[config.mk]
export PLATFORM = sky130hd
export DESIGN_NAME = ctf_seq
export DESIGN_NICKNAME = d
export VERILOG_FILES = /design/src/sv/ctf_pkg.sv /design/src/sv/ctf_seq.sv
export SDC_FILE = /design/constraint.sdc
export NUM_CORES = 1
export LEC_CHECK = 0
export ABC_AREA = 1
export CAP_MARGIN = 20
export CORE_UTILIZATION = 40
export CTS_BUF_LIST = sky130_fd_sc_hd__clkbuf_8
export DETAILED_ROUTE_END_ITERATION = 10
export DONT_BUFFER_PORTS = 1
export GPL_TIMING_DRIVEN = 1
export SYNTH_ARGS = -nofsm -noshare
export SYNTH_HDL_FRONTEND = slang
export SYNTH_SLANG_ARGS = --single-unit
[constraint.sdc]
create_clock -name clk -period 1.5 [get_ports clk]
set_input_delay 0.225 -clock clk [delete_from_list [all_inputs] [get_ports clk]]
set_output_delay 0.225 -clock clk [all_outputs]
set_load 0.03 [all_outputs]
[src/sv/ctf_pkg.sv]
// Package for the complementary tilt filter: sequencer states, CORDIC angle table
// and fixed-point constants. No dependencies.
`default_nettype none
package ctf_pkg;

  localparam int AtanLen = 24;
  localparam logic signed [23:0] Fine90  = 24'sd2949120;
  localparam logic signed [23:0] Fine180 = 24'sd5898240;

  // rounding divide by 1e9 / 2^9 through a reciprocal: floor(2^50 / DivD)
  localparam logic [20:0] DivD      = 21'd1953125;
  localparam logic [29:0] RecipM    = 30'd576460752;
  localparam logic [19:0] RoundHalf = 20'd976562;

  // register byte addresses
  localparam logic [3:0] CfgAddrWeight = 4'h0;
  localparam logic [3:0] CfgAddrPeriod = 4'h4;
  localparam logic [3:0] CfgAddrTick   = 4'h8;

  typedef enum logic [3:0] {
    ST_IDLE,
    ST_SQX,
    ST_SQRT,
    ST_CORD,
    ST_PROD,
    ST_PROP,
    ST_BLEND,
    ST_NEXT,
    ST_DONE
  } ctf_state_t;

  // atan(2^-i) in 1/32768 deg
  function automatic logic [23:0] atan_fine(input logic [4:0] i);
    logic [23:0] r;
    case (i)
      5'd0:  r = 24'd1474560;
      5'd1:  r = 24'd870484;
      5'd2:  r = 24'd459940;
      5'd3:  r = 24'd233473;
      5'd4:  r = 24'd117189;
      5'd5:  r = 24'd58652;
      5'd6:  r = 24'd29333;
      5'd7:  r = 24'd14667;
      5'd8:  r = 24'd7334;
      5'd9:  r = 24'd3667;
      5'd10: r = 24'd1833;
      5'd11: r = 24'd917;
      5'd12: r = 24'd458;
      5'd13: r = 24'd229;
      5'd14: r = 24'd115;
      5'd15: r = 24'd57;
      5'd16: r = 24'd29;
      5'd17: r = 24'd14;
      5'd18: r = 24'd7;
      5'd19: r = 24'd4;
      5'd20: r = 24'd2;
      5'd21: r = 24'd1;
      default: r = 24'd0;
    endcase
    return r;
  endfunction

endpackage
`default_nettype wire

[src/sv/ctf_seq.sv]
// Sequencer: walks each axis through sqrt, CORDIC, propagation and blend steps;
// an axis with invalid set skips sqrt and CORDIC. Depends on ctf_pkg.
`default_nettype none
module ctf_seq
  import ctf_pkg::*;
#(
  parameter int CordicIterations = 16
) (
  input  wire        clk,
  input  wire        rst_n,
  input  wire        go,
  input  wire        invalid,
  input  wire        out_taken,
  output ctf_state_t state,
  output logic       start,
  output logic       axis_sel,
  output logic [4:0] step,
  output logic       axis_done
);

  localparam logic [4:0] LastCord = 5'(((CordicIterations < AtanLen) ?
                                        CordicIterations : AtanLen) - 1);

  ctf_state_t st_r, st_nxt;
  logic [4:0] step_r, step_nxt;
  logic axis_r, axis_nxt;

  // next state
  always_comb begin
    st_nxt   = st_r;
    step_nxt = step_r + 5'd1;
    axis_nxt = axis_r;
    case (st_r)
      ST_IDLE: begin
        step_nxt = '0; axis_nxt = 1'b0;
        if (go) st_nxt = invalid ? ST_PROD : ST_SQX;
      end
      ST_SQX:  if (step_r == 5'd1) begin st_nxt = ST_SQRT; step_nxt = '0; end
      ST_SQRT: if (step_r == 5'd23) begin st_nxt = ST_CORD; step_nxt = '0; end
      ST_CORD: if (step_r == LastCord) begin st_nxt = ST_PROD; step_nxt = '0; end
      ST_PROD: if (step_r == 5'd1) begin st_nxt = ST_PROP; step_nxt = '0; end
      ST_PROP: if (step_r == 5'd3) begin st_nxt = ST_BLEND; step_nxt = '0; end
      ST_BLEND: st_nxt = ST_NEXT;
      ST_NEXT: begin
        step_nxt = '0;
        if (axis_r) st_nxt = ST_DONE;
        else begin
          axis_nxt = 1'b1;
          st_nxt = invalid ? ST_PROD : ST_SQX;
        end
      end
      ST_DONE: if (out_taken) st_nxt = ST_IDLE;
      default: st_nxt = ST_IDLE;
    endcase
  end

  always_ff @(posedge clk) begin
    if (!rst_n) begin
      st_r <= ST_IDLE; step_r <= '0; axis_r <= 1'b0;
    end else begin
      st_r <= st_nxt; step_r <= step_nxt; axis_r <= axis_nxt;
    end
  end

  // outputs
  always_comb begin
    state     = st_r;
    step      = step_r;
    axis_sel  = axis_r;
    start     = (step_r == 5'd0);
    axis_done = (st_r == ST_NEXT);
  end

endmodule
`default_nettype wire

# Word level (Yosys, flattened, before mapping)
# Cells that the tools add are included.
[classes]
bitwise = 0
shift = 0
eq_ne = 19
n_lt_le_gt_ge = 0
add_sub_neg = 1
n_mul = 0
reduce_logical = 6
div_mod_pow = 0
mux = 16
[op_table]
columns = ["operator", "count"]
rows = [
  ["4-bit one-hot mux with 9 select lines", 1],
  ["4-bit 2-to-1 mux", 8],
  ["5-bit one-hot mux with 5 select lines", 1],
  ["5-bit 2-to-1 mux", 4],
  ["4-bit by 3-bit == test with 1-bit output, second input constant", 4],
  ["2-bit inequality test, second input constant", 7],
  ["4-bit by 2-bit == test with 1-bit output, second input constant", 2],
  ["7-bit AND reduction", 1],
  ["5-bit by 1-bit adder with 5-bit output, second input constant", 1],
  ["5-bit by 1-bit == test with 1-bit output, second input constant", 1],
  ["5-bit by 2-bit == test with 1-bit output, second input constant", 1],
  ["5-bit by 4-bit == test with 1-bit output, second input constant", 1],
  ["5-bit == test, second input constant", 1],
  ["5-bit logical NOT", 1],
  ["4-bit by 1-bit == test with 1-bit output, second input constant", 1],
  ["4-bit == test, second input constant", 1],
  ["4-bit logical NOT", 1],
  ["2-bit OR reduction", 2],
  ["3-bit 2-to-1 mux", 1],
  ["1-bit one-hot mux with 2 select lines", 1],
  ["2-bit nonzero test", 1],
]
[totals]
regBits = 10
latch_bits = 0
rom_bits = 0
n_memories = 0
in_bits = 5
ram_bits = 0

# Depth between registers and ports, before layout
[depth]
word_depth = 3
ltp_mapped = 11
depth_no_buf = 11

# Worst setup path after synthesis
# No wires, ideal clock.
[synth_timing]
kind = "register to register"
startpoint = "reg step_r[0] (netlist: step[0])"
endpoint = "reg st_r[0] (netlist: state[0])"
required_time_ns = 1.430
setup_slack_ns = -0.197
stages_incl_launch_ff = 11
t_arrival_ns = 1.628
path_buffers = 0
period_less_slack_ns = 1.697
cell_sequence = "dfxtp_1 > ha_1 > nand2_1 > nor2_1 > ha_1 > nor2_2 > inv_2 > nand2_2 > nor2_2 > nand2_1 > a21oi_1"
[synth_via]
elab_chain_cells = 3
elab_cells_between_ends = 10
[synth_rtl]
columns = ["element", "line", "text"]
rows = [
  ["from (decl)", "ctf_seq.sv:25", "logic [4:0] step_r, step_nxt;"],
  ["from (signal assigned)", "ctf_seq.sv:61", "st_r <= st_nxt; step_r <= step_nxt; axis_r <= axis_nxt;"],
  ["5-bit by 2-bit == test with 1-bit output (tied with other cells)", "ctf_seq.sv:42", "ST_PROP: if (step_r == 5'd3) begin st_nxt = ST_BLEND; step_nxt = '0; end"],
  ["2-bit inequality test (no line)", "n/a", ""],
  ["7-bit AND reduction (no line) (*)", "n/a", ""],
  ["to (signal assigned)", "ctf_seq.sv:61", ""],
  ["to (decl)", "ctf_seq.sv:24", "ctf_state_t st_r, st_nxt;"],
]
# Every way passes the cells marked *; elsewhere a longest branch is shown, timed or not.
# A chain may end at the register's enable or synchronous reset.

# Final worst setup path
[layout_timing]
startpoint = "reg step_r[1] (netlist: step[1])"
endpoint = "out start"
[layout_via]
elab_chain_cells = 1
[layout_rtl]
columns = ["element", "line", "text"]
rows = [
  ["5-bit logical NOT", "ctf_seq.sv:70", "start = (step_r == 5'd0);"],
  ["to (decl)", "ctf_seq.sv:15", "output logic start,"],
]
# Every way passes these cells.

==> impl_results.rst <==
.. list-table::
   :header-rows: 1

   * - Metric
     - Value
   * - Slew Limit Headroom
     - 78.1%
   * - Starting density of the core
     - 43.2%
   * - Worst Hold End
     - step[2]
   * - Detailed Place HPWL
     - around 1400 µm
   * - Mapped Nets
     - 133
   * - Htree depth
     - 1
   * - Pin count of the biggest net entering global routing
     - 8
   * - Cell at the root of the clock tree
     - clkbuf_8
   * - Arrival time of data at the critical path endpoint
     - around 1200 ps
   * - Largest buffer count on any clock path
     - 2
   * - Hold Fails Final Rpt
     - 0
   * - Compound-Gate Fraction of Synth Area
     - between 7 and 8%
   * - Post-Synth Adder-Cell Area
     - around 8.3%
   * - Power per cell area
     - ~1800 mW/mm²
   * - Commonest non-fill, non-tap cells in the layout
     - 24 x nand2_1, 19 x inv_1, 13 x nor2_1, 13 x buf_4, 11 x nand2_2
   * - Leak Pwr
     - between 0.5 and 0.6 nW
   * - RR Endpoint
     - state[0]
   * - Shortest period the worst path allows
     - approximately 1500 ps
   * - Largest family of logic cells by synthesized area
     - simple AND/OR/NAND/NOR gates
   * - Timing-limited maximum frequency
     - between 0.6 and 0.7 GHz
   * - Cell Count Post-Placement
     - around 160
   * - ANT nets after route
     - 0
   * - Final Max Tran Viols
     - 0
   * - Fin nets
     - roughly 150
   * - Clock sinks
     - 10
   * - Post-Synth XOR/XNOR Area
     - 1.16%
   * - Reg-to-reg slack, setup
     - around 80 ps
   * - Initial antenna violation count
     - 0
   * - Avg Inst Size Synth
     - between 6 and 7 µm²
   * - DR vias
     - slightly below 800
   * - Synth Register Bits
     - 10
   * - Gr usage total
     - between 15 and 20%
   * - Remaining design rule violation count
     - 0
   * - Peak supply drop
     - around 0.94 mV
   * - Latest clock arrival within the worst-skew pair
     - around 240 ps
   * - Worst Setup Path Type
     - flip-flop to primary output
   * - Start of the worst register-to-register path
     - step[1]
   * - Critical path startpoint category
     - flip-flop
   * - Vias in the first global route
     - between 600 and 700
   * - Synthesis warning total
     - 0
   * - Port-buffer cells
     - 0
   * - CTS tree
     - done
   * - Worst endpoint required time
     - about 1300 ps
   * - Max-cap check violation count
     - 0
   * - Cell Area, Synth
     - around 750 µm²
   * - Run status
     - completed
   * - Final routed wire length divided by cell count
     - 11.0 µm
   * - Total core area
     - between 0.0015 and 0.002 mm²
   * - Hold WC Path Type
     - input port to flip-flop
   * - Worst Min Path Start
     - rst_n
   * - Post-synthesis share of cell area spent on and, or, nand and nor gates
     - between 40% and 50%
   * - Iteration-0 DRC Markers
     - 11
   * - Number of diodes
     - 0
   * - Setup-violating endpoint count in the final report
     - 0
   * - Total number of placement rows
     - 15
   * - Min-Delay Path Depth
     - 2
   * - Avg Vias per Cell
     - between 4 and 5
   * - Hold_buf cts
     - 0
   * - Final estimated routing congestion in global placement
     - 0.965
   * - Overall routed net length
     - between 1500 and 2000 µm
   * - Clock slew at reported path FFs
     - roughly 50 ps
   * - Filler-free cell count of the finished design
     - around 170
   * - Number of library cell types mapped by synthesis
     - 17
   * - Proportion of synthesized area in mux cells
     - 0%
   * - Total clock buffers created by CTS
     - 3
   * - Final worst path period share
     - 97.3%
   * - Most common library cell in the layout ignoring fill and taps
     - nand2_1
   * - Layout cells sized above 1
     - 35.9%
   * - Width of the chip
     - around 45 µm
   * - Area growth syn-to-layout
     - 37.5%
   * - Skew final
     - around 6.5 ps
   * - Part of the Yosys area used for sequential elements
     - roughly a quarter
   * - Wire length of the first global-routing pass
     - between 2000 and 3000 µm
   * - Final Cell Area
     - 0.00104 mm²
   * - Instance area at placement
     - ~910 µm²
   * - Fill cell count
     - 182
   * - Chip Height
     - 45.4 µm
   * - Biggest fanout along the worst timing path
     - 3
   * - Total power consumption of the routed design
     - ~1.8 mW
   * - Final TNS setup
     - 0 ps
   * - CP Capture Type
     - primary output
   * - Die area
     - between 0.002 and 0.0025 mm²
   * - Residual overflow from global routing
     - 0
   * - Number of optimization iterations in the first detailed-route pass
     - 4
   * - Worst Reg2Reg Path Length in Cells
     - 10
   * - Slew at the pin closest to its max-slew limit
     - between 300 and 400 ps
   * - Number of placed I/O pins
     - 17
   * - Number of instances in the synthesized netlist
     - ~120
   * - Final design utilization
     - just under 60%
-- flip-flops by register name, summed over array words and instances, names as in the netlist --
name      cells
step          5
state         4
axis_sel      1
-- per-layer routing --
metal,track usage [%],vias up,part of all wire (%)
li1,-,414,-
met1,21.3,354,40
met2,32.9,18,52
met3,5.95,5,5.6
met4,10.9,0,2.2
met5,0,-,0
-- cells by family (layout without fill, tap and decap cells) --
kind of cell	count (synthesis)	after routing
simple gates	71	71
buf+inv	25	44
compound gates	11	11
flops	10	10
fa+ha+maj	5	5
xor+xnor	1	1
-- worst max-delay path, cell delays in order (launching register included) --
cell	delay (ps)
dfxtp_4	360
buf_8	140
inv_4	60
ha_4	120
nand2_2	50
nor2_2	100
buf_4	160
-- per-stage QoR --
stage | setup WS [ps] | hold slack [ps]
2_1_floorplan | 19.9 | 356
3_3_place_gp | 89.0 | 366
3_5_place_dp | 14.0 | 365
4_1_cts | 9.21 | 119
5_1_grt | -13.1 | 126
6_report | 40.8 | 119
-- cell usage after synthesis, drive strengths merged --
master | number | area share, %
nand2 | 36 | 21
ha | 5 | 8.3
a21oi | 7 | 4.6
nor3 | 1 | 0.66
xor2 | 1 | 1.2
nor2 | 22 | 13
a22oi | 1 | 1.0
inv | 24 | 12
dfxtp | 10 | 27
o21ai | 3 | 2.0
nand3 | 9 | 6.6
clkinv | 1 | 0.50
nand4 | 3 | 2.5
-- area by class of cell --
| type | instances | area, µm² | share of cell area, % |
|---|---|---|---|
| inverter | 25 | 98.8 | 9.53 |
| multi-input combinational | 88 | 517 | 49.8 |
| clock buffer | 4 | 55.1 | 5.31 |
| sequential | 10 | 208 | 20.0 |
| timing repair buffer | 15 | 128 | 12.3 |
| tap | 25 | 31.3 | 3.02 |
-- power breakdown --
part,switching [mW],total (mW),internal (mW),leakage [nW]
registers,0.0668,0.388,0.321,0.0826
clock network,0.116,0.348,0.232,0.0288
logic,0.678,1.08,0.402,0.391
total,0.861,1.82,0.954,0.503
-- repair_timing --
item	CTS	global route
pin swaps	0	2
resized for setup	2	17
setup endpoints to repair	3	7
setup buffers	0	1
-- worst max path at each step --
stage                       start       end  slack, ps
final                     step[1]     start         40
after global routing      step[1]  state[0]        -10
after CTS                 step[1]  state[0]          9
after detailed placement  step[1]  state[0]         10
after global placement    step[1]  state[1]         90
after floorplan           step[0]  state[0]         20
No activity file was read; power rests on OpenSTA's default activity.
